<file path="src/rtl/rrts_pkg.sv">
// ----------------------------------------------------------------------------
// rrts_pkg
// Shared types and constants of the round-robin task scheduler: request
// kinds, controller command and status bundles, fixed field widths.
// ----------------------------------------------------------------------------
package rrts_pkg;

  // fixed widths of the request and result fields
  localparam int ID_W     = 4;
  localparam int MAX_IDS  = 16;
  localparam int MS_W     = 32;
  localparam int CNT_W    = 5;
  localparam int SLICE_W  = 8;

  // time slice after reset
  localparam logic [SLICE_W-1:0] SLICE_RESET = 8'd10;

  // request kinds
  typedef enum logic [1:0] {
    KIND_TICK  = 2'd0,
    KIND_START = 2'd1,
    KIND_YIELD = 2'd2,
    KIND_SLEEP = 2'd3
  } kind_t;

  // configuration register indexes
  localparam int REG_TIME_SLICE = 0;

  // controller to datapath commands
  typedef struct packed {
    logic accept;
    logic start;
    logic tick;
    logic sweep_upd;
    logic yield;
    logic sleep_commit;
    logic finish;
  } cmd_t;

  // datapath to controller status
  typedef struct packed {
    logic slen_zero;
    logic sweep_last;
    logic idle_act;
    logic out_free;
  } stat_t;

endpackage

</file>
<file path="src/rtl/rrts_ctrl.sv">
// ----------------------------------------------------------------------------
// rrts_ctrl
// Sequencer of the scheduler: takes a request, walks the datapath through
// the steps its kind needs (task start, slice update, sleeper sweep, yield,
// sleep commit and dispatch), then hands off the result.
// ----------------------------------------------------------------------------
module rrts_ctrl
  import rrts_pkg::*;
(
  input  logic  clk,
  input  logic  rst,
  input  logic  in_valid,
  input  kind_t kind,
  input  stat_t stat,
  output logic  in_ready,
  output cmd_t  cmd
);

  typedef enum logic [9:0] {
    S_IDLE  = 10'b00_0000_0001,
    S_START = 10'b00_0000_0010,
    S_TICK  = 10'b00_0000_0100,
    S_ORD   = 10'b00_0000_1000,
    S_LEFT  = 10'b00_0001_0000,
    S_UPD   = 10'b00_0010_0000,
    S_YIELD = 10'b00_0100_0000,
    S_SLEEP = 10'b00_1000_0000,
    S_DISP  = 10'b01_0000_0000,
    S_FIN   = 10'b10_0000_0000
  } state_t;

  state_t state, state_next;

  // state register
  always_ff @(posedge clk) begin
    if (rst) begin
      state <= S_IDLE;
    end else begin
      state <= state_next;
    end
  end

  assign in_ready = (state == S_IDLE);

  // next state and commands
  always_comb begin
    state_next = state;
    cmd        = '0;
    unique case (state)
      S_IDLE: begin
        if (in_valid) begin
          cmd.accept = 1'b1;
          unique case (kind)
            KIND_TICK:  state_next = S_TICK;
            KIND_START: state_next = S_START;
            KIND_YIELD: state_next = S_YIELD;
            KIND_SLEEP: state_next = stat.idle_act ? S_DISP : S_SLEEP;
            default:    state_next = S_IDLE;
          endcase
        end
      end
      S_START: begin
        cmd.start  = 1'b1;
        state_next = S_FIN;
      end
      S_TICK: begin
        cmd.tick   = 1'b1;
        state_next = stat.slen_zero ? S_DISP : S_ORD;
      end
      S_ORD:  state_next = S_LEFT;
      S_LEFT: state_next = S_UPD;
      S_UPD: begin
        cmd.sweep_upd = 1'b1;
        state_next    = stat.sweep_last ? S_DISP : S_ORD;
      end
      S_YIELD: begin
        cmd.yield  = 1'b1;
        state_next = S_DISP;
      end
      S_SLEEP: begin
        cmd.sleep_commit = 1'b1;
        state_next       = S_DISP;
      end
      S_DISP: state_next = S_FIN;
      S_FIN: begin
        if (stat.out_free) begin
          cmd.finish = 1'b1;
          state_next = S_IDLE;
        end
      end
      default: state_next = S_IDLE;
    endcase
  end

endmodule

</file>
<file path="src/rtl/rrts_datapath.sv">
// ----------------------------------------------------------------------------
// rrts_datapath
// Ready queue and sleep list as circular buffers, per-task sleep counters,
// slice counters, membership bitmaps and result register.
// ----------------------------------------------------------------------------
module rrts_datapath
  import rrts_pkg::*;
#(
  parameter int NUM_TASKS = 16,
  parameter int TICK_MS   = 10
) (
  input  logic               clk,
  input  logic               rst,
  input  cmd_t               cmd,
  output stat_t              stat,
  input  logic [SLICE_W-1:0] time_slice,
  input  kind_t              kind,
  input  logic [ID_W-1:0]    task_id,
  input  logic [MS_W-1:0]    sleep_ms,
  output logic               out_valid,
  input  logic               out_ready,
  output logic [ID_W-1:0]    running_task,
  output logic               idle_running,
  output logic               switched,
  output logic [CNT_W-1:0]   ready_count,
  output logic               rejected
);

  // ids never exceed 16 distinct values, so queues need no more slots
  localparam int Q   = (NUM_TASKS < MAX_IDS) ? NUM_TASKS : MAX_IDS;
  localparam int IW  = $clog2(Q);
  localparam int LW  = $clog2(Q + 1);

  function automatic logic [IW-1:0] inc(input logic [IW-1:0] p);
    inc = (p == IW'(Q - 1)) ? '0 : p + 1'b1;
  endfunction

  // request and control state
  kind_t              kind_q;
  logic [ID_W-1:0]    tid_q;
  logic [MS_W-1:0]    sleep_q;
  logic               rej;
  logic [IW-1:0]      cur;
  logic               idle_act;
  logic [IW-1:0]      rhead, rtail, shead, stail;
  logic [LW-1:0]      rlen, slen, rem;
  logic [Q-1:0]       in_rdy, in_slp;
  logic [SLICE_W-1:0] slice [Q+1];

  // memories; a sleep counter holds the milliseconds left, always above zero
  logic [IW-1:0]   rmem [Q];
  logic [IW-1:0]   smem [Q];
  logic [MS_W-1:0] lmem [Q];
  logic [IW-1:0]   rmem_q, sord_q;
  logic [MS_W-1:0] left_q;

  // combinational helpers
  logic [IW-1:0]      tid_i;
  logic               tid_ok;
  logic [SLICE_W-1:0] load;
  logic [LW-1:0]      who;
  logic [SLICE_W-1:0] slice_cur;
  logic               expire, rotate_now, wake, has_room;
  logic               push_new, rwe, swe, lwe;
  logic [IW-1:0]      rwdata, swdata, lwaddr;
  logic [MS_W-1:0]    lwdata;
  logic               disp, new_idle, new_sw;
  logic [IW-1:0]      new_cur;

  assign tid_i     = tid_q[IW-1:0];
  assign tid_ok    = (int'(tid_q) < NUM_TASKS) && !in_rdy[tid_i] && !in_slp[tid_i];
  assign load      = (time_slice == '0) ? SLICE_W'(1) : time_slice;
  assign who       = idle_act ? LW'(Q) : LW'(cur);
  assign slice_cur = slice[who];
  assign expire    = slice_cur <= SLICE_W'(1);
  // one tick or less left, i.e. the rounded-up tick count is at most one
  assign wake      = left_q <= MS_W'(TICK_MS);
  assign has_room  = rlen < LW'(Q);

  // running task goes to the tail on slice expiry, or on yield while others are ready
  assign rotate_now = !idle_act &&
                      ((cmd.tick && expire) || (cmd.yield && rlen > LW'(1)));
  assign push_new   = ((cmd.start && tid_ok) || (cmd.sweep_upd && wake)) && has_room;

  // ready queue write port, always at the tail
  assign rwe    = rotate_now || push_new;
  assign rwdata = rotate_now ? cur : (cmd.start ? tid_i : sord_q);

  // sleep list and sleep counter write ports
  assign swe    = (cmd.sweep_upd && !wake) || cmd.sleep_commit;
  assign swdata = cmd.sleep_commit ? cur : sord_q;
  assign lwe    = swe;
  assign lwaddr = cmd.sleep_commit ? cur : sord_q;
  assign lwdata = cmd.sleep_commit ? sleep_q : left_q - MS_W'(TICK_MS);

  // dispatch result
  assign disp     = (kind_q != KIND_START);
  assign new_idle = disp ? (rlen == '0) : idle_act;
  assign new_cur  = (disp && rlen != '0) ? rmem_q : cur;
  assign new_sw   = (new_idle != idle_act) || (!new_idle && new_cur != cur);

  // memories, registered read
  always_ff @(posedge clk) begin
    if (rwe) begin
      rmem[rtail] <= rwdata;
    end
    if (swe) begin
      smem[stail] <= swdata;
    end
    if (lwe) begin
      lmem[lwaddr] <= lwdata;
    end
    rmem_q <= rmem[rhead];
    sord_q <= smem[shead];
    left_q <= lmem[sord_q];
  end

  // request payload; short sleeps are raised to one tick
  always_ff @(posedge clk) begin
    if (cmd.accept) begin
      kind_q  <= kind;
      tid_q   <= task_id;
      sleep_q <= (sleep_ms < MS_W'(TICK_MS)) ? MS_W'(TICK_MS) : sleep_ms;
    end
  end

  // scheduler state
  always_ff @(posedge clk) begin
    if (rst) begin
      rej       <= 1'b0;
      cur       <= '0;
      idle_act  <= 1'b1;
      rhead     <= '0;
      rtail     <= '0;
      rlen      <= '0;
      shead     <= '0;
      stail     <= '0;
      slen      <= '0;
      rem       <= '0;
      in_rdy    <= '0;
      in_slp    <= '0;
      out_valid <= 1'b0;
      for (int i = 0; i <= Q; i++) begin
        slice[i] <= SLICE_RESET;
      end
    end else begin
      if (cmd.accept) begin
        rej <= (kind == KIND_SLEEP) && idle_act;
      end

      // ready queue pointers
      if (rwe) begin
        rtail <= inc(rtail);
      end
      if (rotate_now || cmd.sleep_commit) begin
        rhead <= inc(rhead);
      end
      if (push_new) begin
        rlen <= rlen + 1'b1;
      end else if (cmd.sleep_commit) begin
        rlen <= rlen - 1'b1;
      end

      // start
      if (cmd.start) begin
        if (tid_ok) begin
          slice[tid_i] <= load;
          if (has_room) begin
            in_rdy[tid_i] <= 1'b1;
          end
        end else begin
          rej <= 1'b1;
        end
      end

      // slice accounting on a tick
      if (cmd.tick) begin
        slice[who] <= expire ? load : slice_cur - 1'b1;
        rem        <= slen;
      end

      // one sleeper per pass
      if (cmd.sweep_upd) begin
        shead <= inc(shead);
        rem   <= rem - 1'b1;
        if (wake) begin
          slen           <= slen - 1'b1;
          in_slp[sord_q] <= 1'b0;
          if (has_room) begin
            in_rdy[sord_q] <= 1'b1;
          end
        end else begin
          stail <= inc(stail);
        end
      end

      // running task goes to sleep
      if (cmd.sleep_commit) begin
        stail       <= inc(stail);
        slen        <= slen + 1'b1;
        in_rdy[cur] <= 1'b0;
        in_slp[cur] <= 1'b1;
      end

      // dispatch and result
      if (cmd.finish) begin
        idle_act     <= new_idle;
        cur          <= new_cur;
        out_valid    <= 1'b1;
        running_task <= new_idle ? '0 : ID_W'(new_cur);
        idle_running <= new_idle;
        switched     <= new_sw;
        ready_count  <= CNT_W'(rlen);
        rejected     <= rej;
      end else if (out_ready) begin
        out_valid <= 1'b0;
      end
    end
  end

  assign stat.slen_zero  = (slen == '0);
  assign stat.sweep_last = (rem == LW'(1));
  assign stat.idle_act   = idle_act;
  assign stat.out_free   = !out_valid || out_ready;

  // a task is never both ready and asleep
  a_disjoint: assert property (@(posedge clk) disable iff (rst)
    (in_rdy & in_slp) == '0)
    else $error("task both ready and sleeping");

  // bitmaps track the queue lengths
  a_rlen: assert property (@(posedge clk) disable iff (rst)
    $countones(in_rdy) == int'(rlen))
    else $error("ready bitmap out of step with queue length");

  a_slen: assert property (@(posedge clk) disable iff (rst)
    $countones(in_slp) == int'(slen))
    else $error("sleep bitmap out of step with list length");

  // a dispatch onto a non-empty queue leaves a real task running
  a_disp: assert property (@(posedge clk) disable iff (rst)
    (cmd.finish && disp && rlen != '0) |=> !idle_act)
    else $error("idle selected with tasks ready");

endmodule

</file>
<file path="src/rtl/round_robin_task_scheduler.sv">
// ----------------------------------------------------------------------------
// round_robin_task_scheduler
// Round-robin task scheduler with time slices and timed sleep.
// ----------------------------------------------------------------------------
// Usage:
//   Requests enter on in_valid/in_ready with kind, task_id and sleep_ms:
//   tick, start task, yield, sleep running task. Each request gives exactly
//   one result on out_valid/out_ready: running task, idle flag, switch flag,
//   ready queue length and reject flag.
//   time_slice sits at APB address 0. The user must write it only while no
//   request is in flight; the block itself does not enforce this.
//   A sleep request while idle runs is rejected and skips the sleep commit.
//   A tick visits each sleeper in turn (list read, counter read, update).
//   Sleep counters keep milliseconds, start at no less than TICK_MS, and
//   drop by TICK_MS per tick, so no division is needed.
//   One request is worked at a time. The result register frees the input:
//   a new request is taken while a result still waits, and a finished
//   request waits only when the previous result has not been taken.
//   Reset empties both queues, makes idle run and loads every slice
//   counter and time_slice with 10. No clearing pass is needed.
// ----------------------------------------------------------------------------
module round_robin_task_scheduler
  import rrts_pkg::*;
#(
  parameter int NUM_TASKS = 16,
  parameter int TICK_MS   = 10
) (
  input  logic             clk,
  input  logic             rst,
  input  logic             psel,
  input  logic             penable,
  input  logic             pwrite,
  input  logic [1:0]       paddr,
  input  logic [31:0]      pwdata,
  output logic [31:0]      prdata,
  output logic             pready,
  input  logic             in_valid,
  output logic             in_ready,
  input  logic [1:0]       kind,
  input  logic [ID_W-1:0]  task_id,
  input  logic [MS_W-1:0]  sleep_ms,
  output logic             out_valid,
  input  logic             out_ready,
  output logic [ID_W-1:0]  running_task,
  output logic             idle_running,
  output logic             switched,
  output logic [CNT_W-1:0] ready_count,
  output logic             rejected
);

  logic [SLICE_W-1:0] time_slice;
  logic [1:0]         reg_idx;
  cmd_t               cmd;
  stat_t              stat;
  kind_t              kind_in;

  assign kind_in = kind_t'(kind);
  assign reg_idx = paddr >> 2;

  // configuration register
  assign pready = 1'b1;

  always_ff @(posedge clk) begin
    if (rst) begin
      time_slice <= SLICE_RESET;
    end else if (psel && penable && pwrite && int'(reg_idx) == REG_TIME_SLICE) begin
      time_slice <= pwdata[SLICE_W-1:0];
    end
  end

  assign prdata = (int'(reg_idx) == REG_TIME_SLICE) ? 32'(time_slice) : '0;

  rrts_ctrl u_ctrl (
    .clk      (clk),
    .rst      (rst),
    .in_valid (in_valid),
    .kind     (kind_in),
    .stat     (stat),
    .in_ready (in_ready),
    .cmd      (cmd)
  );

  rrts_datapath #(
    .NUM_TASKS (NUM_TASKS),
    .TICK_MS   (TICK_MS)
  ) u_dp (
    .clk          (clk),
    .rst          (rst),
    .cmd          (cmd),
    .stat         (stat),
    .time_slice   (time_slice),
    .kind         (kind_in),
    .task_id      (task_id),
    .sleep_ms     (sleep_ms),
    .out_valid    (out_valid),
    .out_ready    (out_ready),
    .running_task (running_task),
    .idle_running (idle_running),
    .switched     (switched),
    .ready_count  (ready_count),
    .rejected     (rejected)
  );

endmodule
</file>
<file path="config.mk">
export PLATFORM = sky130hd
export DESIGN_NAME = round_robin_task_scheduler
export DESIGN_NICKNAME = d
export VERILOG_FILES = /design/src/rtl/rrts_pkg.sv /design/src/rtl/rrts_ctrl.sv /design/src/rtl/rrts_datapath.sv /design/src/rtl/round_robin_task_scheduler.sv
export SDC_FILE = /design/constraint.sdc
export NUM_CORES = 1
export LEC_CHECK = 0
export ABC_AREA = 1
export BUFFER_PORTS_ARGS = -buffer_cell sky130_fd_sc_hd__buf_2
export CORE_ASPECT_RATIO = 0.7
export CORE_MARGIN = 2
export CORE_UTILIZATION = 56
export DETAILED_ROUTE_END_ITERATION = 16
export PLACE_DENSITY = 0.84
export SLEW_MARGIN = 10
export SYNTH_ARGS = -nofsm -noshare
export SYNTH_HDL_FRONTEND = slang
export SYNTH_HIERARCHICAL = 1
export SYNTH_SLANG_ARGS = --single-unit
</file>
<file path="constraint.sdc">
create_clock -name clk -period 3.9 [get_ports clk]
set_input_delay 0.78 -clock clk [delete_from_list [all_inputs] [get_ports clk]]
set_output_delay 0.78 -clock clk [all_outputs]
set_load 0.05 [all_outputs]
</file>
### Word level (Yosys, flattened, before mapping)

Memory sizes are Yosys's and may differ from the RTL's. A register that Yosys moved wholly into a read port is not among the register bits.
Cells that the tools add are included.

* add/sub/neg operators: 11
* order comparisons: 11
* equal/unequal tests: 24
* muxes and demuxes: 86
* bitwise logic cells: 8
* reductions and logical operators: 47

Operators by type and width (number)
* 2-to-1 mux 16 bit: 13
* one-hot mux 10 bit (8 select lines): 1
* 2-to-1 mux 5 bit: 10
* OR 16 bit: 3
* 2-to-1 mux 4 bit: 11
* one-hot mux 10 bit (4 select lines): 1
* 2-to-1 mux 1 bit: 35
* bitwise AND 16 bit: 2
* less-or-equal comparator 32 x 4 -> 1 bit, second input constant: 1
* < comparator 32 x 4 -> 1 bit, second input constant: 1
* 2-to-1 mux 32 bit: 1
* 2-to-1 mux 8 bit: 4
* NOT 16 bit: 2
* subtractor 32 x 4 -> 32 bit, second input constant: 1
* 2-to-1 mux 9 bit: 3
* 2-to-1 mux 10 bit: 2
* adder 4 x 1 -> 4 bit, second input constant: 4
* == test 4 bit, second input constant: 4
* logical AND 1 bit: 16
* OR reduction 8 bit: 2
* < comparator 4 x 5 -> 1 bit, second input constant: 3
* subtractor 5 x 1 -> 5 bit, second input constant: 3
* demux 1 bit (select 4 bit): 3
* >= comparator 4 x 1 -> 1 bit, second input constant: 3
* other kinds (33): 58

* flip-flop bits (word level): 138
* RAM bits: 776
* input bits: 79
* memories kept: 4

Memory list
* u_dp.lmem: words 16, bits a word 32, read ports 1, clocked after memory_dff 1, write ports 1, RTL line rrts_datapath.sv:53 `logic [MS_W-1:0] lmem [Q];`
* u_dp.slice: words 17, bits a word 8, read ports 1, clocked after memory_dff 0, write ports 17, RTL line rrts_datapath.sv:48 `logic [SLICE_W-1:0] slice [Q+1];`
* u_dp.rmem: words 16, bits a word 4, read ports 1, clocked after memory_dff 1, write ports 1, RTL line rrts_datapath.sv:51 `logic [IW-1:0] rmem [Q];`
* u_dp.smem: words 16, bits a word 4, read ports 1, clocked after memory_dff 1, write ports 1, RTL line rrts_datapath.sv:52 `logic [IW-1:0] smem [Q];`

### Logic depth before layout (Yosys ltp)

Gate-level depths: netlist of the first run.

* depth in word-level cells: 16
* depth in mapped cells: 25

### Modules after synthesis

Netlist of the first run, hierarchy kept.

Modules (own cells, without submodules)
* rrts_datapath: times used 1, cells an instance 3328, area an instance 39277.7 sq um
* rrts_ctrl: times used 1, cells an instance 106, area an instance 694.4 sq um
* round_robin_task_scheduler: times used 1, cells an instance 74, area an instance 523.0 sq um

### Least setup slack after synthesis of the first run

OpenSTA, ideal clock, no wires.

* kind: input-to-reg
* start point: input in_valid
* end point: register u_dp.rej
* setup time: 0.079 ns
* arrival: 4.042 ns
* setup slack: -0.221 ns
* stages: 4
* path through: inv_1 nor3_1 nand4_1 a31oi_1

RTL lines
* start, declared: RTL line round_robin_task_scheduler.sv:37 `input logic in_valid,`
* end signal, assigned: RTL line rrts_datapath.sv:148 `rej <= (kind == KIND_SLEEP) && idle_act;`
* end, declared: RTL line rrts_datapath.sv:42 `logic rej;`

==> results of run 1 <==
## metrics by stage
step,setup TNS (ps),util (%)
3_5_place_dp,0,59.88
6_report,0,64.26
3_3_place_gp,0,59.88
2_1_floorplan,-46730,-
5_1_grt,0,64.26
4_1_cts,0,63.99
## what timing repair did
item / CTS / global route
setup buffers: 0 / 7
endpoints found under the setup margin: 0 / 192
gates resized for setup: 0 / 15
## worst reg2reg max path: cells and delay by family (launching register included)
| kind | cells | cell delay, ps |
|---|---|---|
| and+or+nand+nor | 6 | 1630 |
| buffers and inverters | 5 | 1300 |
| AOI/OAI and AO/OA | 1 | 180 |
| DFF | 1 | 320 |
## flip-flops by register name (all words and copies together) (netlist names), 4 cells and up
name and cells:
u_ctrl/state 10, u_dp/in_rdy 16, u_dp/rtail 4, u_dp/stail 4
u_dp/cur 4, u_dp/shead 4, u_dp/sord_q 4, u_dp/slen 5
u_dp/lmem 512, u_dp/rhead 4, u_dp/rmem 64, u_dp/ready_count 5
u_dp/smem 64, u_dp/running_task 4, u_dp/sleep_q 32, u_dp/rlen 5
time_slice 8, u_dp/in_slp 16, u_dp/rmem_q 4, u_dp/rem 5
u_dp/left_q 32, u_dp/tid_i 4, u_dp/slice 142
## cell usage after synthesis, types with 18 or more instances
master	n
buf_4	31
nand3_1	198
a31oi_1	24
xor2_1	18
o21ai_1	19
o32ai_1	21
a21oi_1	210
buf_2	18
clkinv_1	19
edfxtp_1	832
o22ai_1	42
nand4_1	22
nor3_1	20
ha_1	22
clkbuf_1	152
inv_1	222
nor2_1	430
dfxtp_1	128
or4_1	32
nand2_1	449
o21ai_0	146
a22oi_1	271
## power by group through the flow
stage	combinational, mW	clock, mW	sequential [mW]
after floorplan	0.632	0	11.5
after global placement	0.943	0	11.5
after detailed placement	0.963	0	11.5
after CTS	0.968	8.84	11.3
after global routing	1.07	9.23	11.3
final	1.00	8.78	11.3
## cells by family (layout without fill, tap and decap cells)
group / Yosys count / in the layout / share of synthesized area (%)
AO/OA/AOI/OAI: 779 / 779 / 12.12
XOR/XNOR: 26 / 26 / 0.5623
adder cells (fa/ha/maj): 23 / 23 / 0.7292
buffers and inverters: 478 / 662 / 5.015
flip-flops: 960 / 960 / 68.02
multiplexers: 12 / 12 / 0.2966
other: 3 / 31 / 0.02781
AND/OR/NAND/NOR: 1227 / 1229 / 13.23
## worst min-delay path by stage
stage,startpoint,cells after the start,end,slack (ps)
2_1_floorplan,u_dp/rlen[4]$_SDFFE_PP0P_,0,u_dp/ready_count[4]$_DFFE_PP_,410
4_1_cts,task_id[1],1,u_dp/tid_i[1]$_DFFE_PP_,270
6_report,task_id[1],1,u_dp/tid_i[1]$_DFFE_PP_,290
3_5_place_dp,u_dp/rej$_SDFF_PP0_,0,u_dp/rejected$_DFFE_PP_,420
3_3_place_gp,u_dp/rej$_SDFF_PP0_,0,u_dp/rejected$_DFFE_PP_,420
5_1_grt,task_id[3],1,u_dp/tid_i[3]$_DFFE_PP_,270
## per-layer routing
| metal | global-route usage, % | vias up |
|---|---|---|
| li1 | - | 12937 |
| met1 | 42.22 | 14100 |
| met2 | 42.99 | 2224 |
| met3 | 8.193 | 307 |
| met4 | 9.217 | 0 |
| met5 | 0 | - |
## final cells by class
type,instances,area (um^2),area share (%)
Clock inverter,42,446.7,0.9707
Clock buffer,124,2500,5.432
Multi-Input combinational cell,2100,11280,24.51
Timing Repair Buffer,240,2064,4.486
Tap cell,966,1209,2.626
Inverter,256,970.9,2.110
Sequential cell,960,27550,59.87
==> results.md, run 1 <==
* Sw Share at 22.05%
* Fmax achieved at 0.2672 GHz
* Die X at 325.4 um
* Antenna-violating nets left at 0
* Clock sink count at 960
* Via count at 29568
* Crit path from: u_ctrl/state[9]$_SDFFE_PP0P_
* Worst reg2reg setup slack at 160 ps
* CP Cell Sequence: nor2_2, nand2_1, nor4_2, clkinv_1, buf_4, nor2_1, a21oi_1, inv_1, nand3_1, buf_4, nor2_4, buf_4
* Synth area leader: edfxtp_1
* Max Transition Viols Final at 0
* First-pass GRT wire length at 166000 um
* Placeable Area at 0.07161 mm^2
* # rows at 82
* Critical path destination: u_dp/lmem[6][24]$_DFFE_PP_
* Met3 Wirelength at 16150 um
* Sequential share of power at 53.6%
* CP max stage delay at 470 ps
* Synthesized area at 0.04050 mm^2
* Rel. slew slack at 17.45%
* Nets at 3748
* Htree depth at 3
* Top Family by Delay on Critical Path: simple AND/OR/NAND/NOR gates
* Reg clk slew, reported paths at 60 ps
* FF-to-FF path depth at 12
* Remaining DRCs at 0
* Clk_lat worst skew at 670 ps
* Tmin final at 3742 ps
* Number of stages on the worst setup path at 12
* Sequential area share after synthesis at 68.02%
* Number of global-route vias before repair at 28030
* Drt first pass iters at 6
* Max Cap Violations at 0
* Syn Area/Cell at 11.54 um^2
* Drt via density at 6.307
* Post-DP Area at 0.04288 mm^2
* Cell Int Power at 16.44 mW
* Startpoint Class: register
* Routed WL at 111300 um
* Post-route cell area at 0.04602 mm^2
* Setup Crit Path Kind: register to register
* Largest net degree at the start of global routing at 71
* Share of cells above drive strength 1 at 12.87%
* Status: finished clean
* RSZ-0062 raised after global routing: no
* Non-Filler Instances at 4688
* Ys async rst share at 0%
* Ys flop type: edfxtp_1
* Pwr dens at 458.2 mW/mm^2
* Worst path bufs/invs at 5
* Tightest Hold Check Type: input port to register
* Cells after DPL at 4512
* Hold Buf Count CTS at 0
* Post-synth EDFFs at 832
* Count of input and output buffers at 74
* Post-Route M1 WL at 43270 um
* CP max-delay cell: nor4_2
* Total power at 21.09 mW
* Starting DRT DRC Count at 4843
* Num ports at 126
* Post-Synthesis Cells at 3508
* Combinational share of power at 4.8%
* Routed wl met2 at 48490 um
* Worst slack at placement at 119.3 ps
* HPWL after DPL at 68200 um
* Worst Max-Slew Pin Slew at 1234 ps
* Critical Path Most Common Cell: buf_4
* WL/cell at 23.73 um
* Yosys cell types at 55
* Tcrit/Tclk final at 95.96%
* Antenna violations before repair at 0
* Required time worst endpoint at 4240 ps
* Initial core utilization at 56.55%
* Num CTS Buffers at 88
* Tot GR Track Use at 29.17%
* Share of the synthesized area in the top cell type at 61.70%
* #FFs+latches synth at 960
* Setup Viol. Count Final at 0
* Yosys warns at 6
* Die ar. at 0.07451 mm^2
* Top sig layer: met4
* Critical path capture point type: register
* P&R area growth vs syn at 13.64%
* Worst r2r dst: u_dp/lmem[6][24]$_DFFE_PP_
* CTS tree: built
* Most frequent cells in the layout: edfxtp_1, nand2_1, nor2_1
* Hold_ws at 287.8 ps
* Gpl congestion at 0.9825
* Grt ovf at 0
* Final setup margin at 157.5 ps
* Most common cell after layout, fill and taps aside: edfxtp_1
* Clock buffer depth at 3
* Worst Skew at 31.92 ps
* Worst Path Max Fanout at 11
* Leakage at 16.21 nW
* CP Data Arrival Time at 4080 ps
* N_diodes at 0
* Filler cells at 5162
* Root Buffer: clkbuf_16
* Top cells by area, synth: edfxtp_1, dfxtp_1, a22oi_1, nand2_1, nor2_1
* Final Hold Fails at 0
* Clk pwr share at 41.6%
* Sw power at 4.650 mW
* Worst VDD drop at 335.1 uV
* Die Y at 229.0 um
* Worst R2R Start: u_ctrl/state[9]$_SDFFE_PP0P_
(Power assumes the default switching activity.)
==> run 2: changes to the inputs <==
CELL_PAD_IN_SITES_DETAIL_PLACEMENT = 0   (was not set)
CELL_PAD_IN_SITES_GLOBAL_PLACEMENT = 1   (was not set)
CORE_UTILIZATION = 45   (was 56)
PLACE_DENSITY = 0.83   (was 0.84)
==> results.md, run 2 (same netlist as run 1, synthesis figures left out) <==
* Status: finished clean (unchanged)
* Hold_ws at 300.2 ps (was 287.8 ps)
* Worst Hold Depth at 1 (unchanged)
* Worst r2r dst: u_dp/slice[10][0]$_DFFE_PP_ (was u_dp/lmem[6][24]$_DFFE_PP_)
* Largest net degree at the start of global routing at 133 (was 71)
* Nets at 3748 (unchanged)
* Clock sink count at 960 (unchanged)
* Reg clk slew, reported paths at 60 ps (about the same)
* Critical path capture point type: register (unchanged)
* Non-Filler Instances at 4898 (was 4688)
* Tcrit/Tclk final at 94.85% (was 95.96%)
* Rel. slew slack at 20.20% (was 17.45%)
* Worst reg2reg setup slack at 200 ps (was 160 ps)
* Die ar. at 0.09244 mm^2 (was 0.07451 mm^2)
* Num ports at 126 (unchanged)
* Leakage at 16.29 nW (was 16.21 nW)
* Post-route cell area at 0.04636 mm^2 (was 0.04602 mm^2)
* Drt first pass iters at 5 (was 6)
* Max Transition Viols Final at 0 (unchanged)
* Worst Skew at 23.54 ps (was 31.92 ps)
* Worst VDD drop at 303.8 uV (was 335.1 uV)
* Total power at 21.70 mW (was 21.09 mW)
* Tot GR Track Use at 23.72% (was 29.17%)
* Drt via density at 5.783 (was 6.307)
* Fmax achieved at 0.2703 GHz (was 0.2672 GHz)
* RSZ-0062 raised after global routing: no (unchanged)
* N_diodes at 0 (unchanged)
* HP Start: task_id[2] (was task_id[1])
* Die X at 362.5 um (was 325.4 um)
* Worst Path Max Fanout at 18 (was 11)
* Grt ovf at 0 (unchanged)
* Required time worst endpoint at 4270 ps (was 4240 ps)
* WL/cell at 22.76 um (was 23.73 um)
* Final Util at 51.76% (was 64.26%)
* Initial core utilization at 45.22% (was 56.55%)
* Via count at 28327 (was 29568)
* Worst Max-Slew Pin Slew at 1197 ps (was 1234 ps)
* Placeable Area at 0.08956 mm^2 (was 0.07161 mm^2)
* Htree depth at 3 (unchanged)
* Pwr dens at 468.0 mW/mm^2 (was 458.2 mW/mm^2)
* Most frequent cells in the layout: edfxtp_1, nand2_1, nor2_1 (unchanged)
* Count of input and output buffers at 74 (unchanged)
* Startpoint Class: register (unchanged)
* Setup bufs post-CTS at 0 (unchanged)
* Most flops, register: u_dp/lmem (unchanged)
* CP Data Arrival Time at 4070 ps (was 4080 ps)
* Antenna violations before repair at 3 (was 0)
* FF-to-FF path depth at 19 (was 12)
* Max Cap Violations at 0 (unchanged)
* Num CTS Buffers at 94 (was 88)
* Number of global-route vias before repair at 26240 (was 28030)
* HPWL after DPL at 67910 um (was 68200 um)
* Post-DP Area at 0.04317 mm^2 (was 0.04288 mm^2)
* Routed WL at 111500 um (was 111300 um)
* Worst R2R Start: u_dp/idle_act$_SDFFE_PP1P_ (was u_ctrl/state[9]$_SDFFE_PP0P_)
* Remaining DRCs at 0 (unchanged)
* Root Buffer: clkbuf_16 (unchanged)
* CTS tree: built (unchanged)
* Final Hold Fails at 0 (unchanged)
* Clock buffer depth at 3 (unchanged)
* Tmin final at 3699 ps (was 3742 ps)
* Setup Crit Path Kind: register to register (unchanged)
* Clk_lat worst skew at 660 ps (was 670 ps)
* P&R area growth vs syn at 14.48% (was 13.64%)
* # rows at 92 (was 82)
* Setup Viol. Count Final at 0 (unchanged)
* Cells after DPL at 4725 (was 4512)
* Antenna-violating nets left at 0 (unchanged)
* First-pass GRT wire length at 164600 um (was 166000 um)
* Endpoint, Worst Hold: u_dp/tid_i[2]$_DFFE_PP_ (was u_dp/tid_i[1]$_DFFE_PP_)
* Gpl congestion at 0.9401 (was 0.9825)
* Starting DRT DRC Count at 3486 (was 4843)
* Tightest Hold Check Type: input port to register (unchanged)
* Die Y at 255.0 um (was 229.0 um)
* Most common cell after layout, fill and taps aside: edfxtp_1 (unchanged)
* Filler cells at 7628 (was 5162)
* Share of cells above drive strength 1 at 12.81% (was 12.87%)
* Max reg flops at 512 (unchanged)
* Largest regs: u_dp/lmem x512, u_dp/slice x142 (unchanged)
-- run 2: how the worst max path moves through the flow --
| stage | start | end | slack (ps) |
|---|---|---|---|
| final | u_dp/idle_act$_SDFFE_PP1P_ | u_dp/slice[10][0]$_DFFE_PP_ | 200 |
| after global routing | u_dp/idle_act$_SDFFE_PP1P_ | u_dp/rmem[0][2]$_DFFE_PP_ | 1 |
| after CTS | u_dp/cur[0]$_SDFFE_PP0P_ | u_dp/slice[10][0]$_DFFE_PP_ | 80 |
| after detailed placement | u_dp/cur[0]$_SDFFE_PP0P_ | u_dp/slice[12][0]$_DFFE_PP_ | 100 |
| after global placement | u_dp/cur[0]$_SDFFE_PP0P_ | u_dp/slice[6][0]$_DFFE_PP_ | 130 |
| after floorplan | u_ctrl/state[2]$_SDFFE_PP0P_ | u_dp/lmem[10][0]$_DFFE_PP_ | -120 |
-- run 2: area by class of cell --
type	count	area (um^2)	share of cell area (%)
clock buffer	117	2540	5.479
sequential	960	27550	59.43
timing repair buffer	236	1999	4.313
multi-input combinational	2098	11200	24.15
tap	1175	1470	3.171
clock inverter	56	631.9	1.363
inverter	256	970.9	2.094
-- run 2: through the flow --
step | TNS (ps) | worst slack [ps]
6_report | 0 | 200.9
5_1_grt | 0 | 1.472
4_1_cts | 0 | 84.81
3_5_place_dp | 0 | 102.2
3_3_place_gp | 0 | 129.0
2_1_floorplan | -46730 | -124.8
-- run 2: what timing repair did --
action / CTS / global route
gates resized for setup: 0 / 3
hold buffers: 0 / 0
endpoints found under the setup margin: 0 / 213
-- run 2: layer usage --
layer  global-route usage [%]  share of wire [%]  vias up
li1                         -                  -    12926
met5                        0              0.034        -
met2                    34.42                 43     1458
met4                    5.726                2.0        6
met1                    35.84                 44    13763
met3                    5.698                 11      174
-- run 2: critical path, stage by stage, from the launching register on --
cell and delay, ps:
dfxtp_1 480, inv_4 70, buf_4 170, nand2_1 90
nand2_2 150, buf_4 200, nor2_1 90, nor2_1 60
nand3b_1 110, nand3_1 100, nand2_1 100, nand2_1 70
inv_1 80, ha_1 150, or2_2 110, nand4_1 100
nor2_2 170, nand2_2 240, o21ai_4 710, o22ai_1 140
-- run 2: power breakdown --
part / internal [mW] / total (mW) / switching, mW / leakage, nW
Clock: 5.38 / 9.36 / 3.98 / 1.54
Sequential: 11.2 / 11.3 / 0.0900 / 8.64
Combinational: 0.247 / 1.02 / 0.775 / 6.11
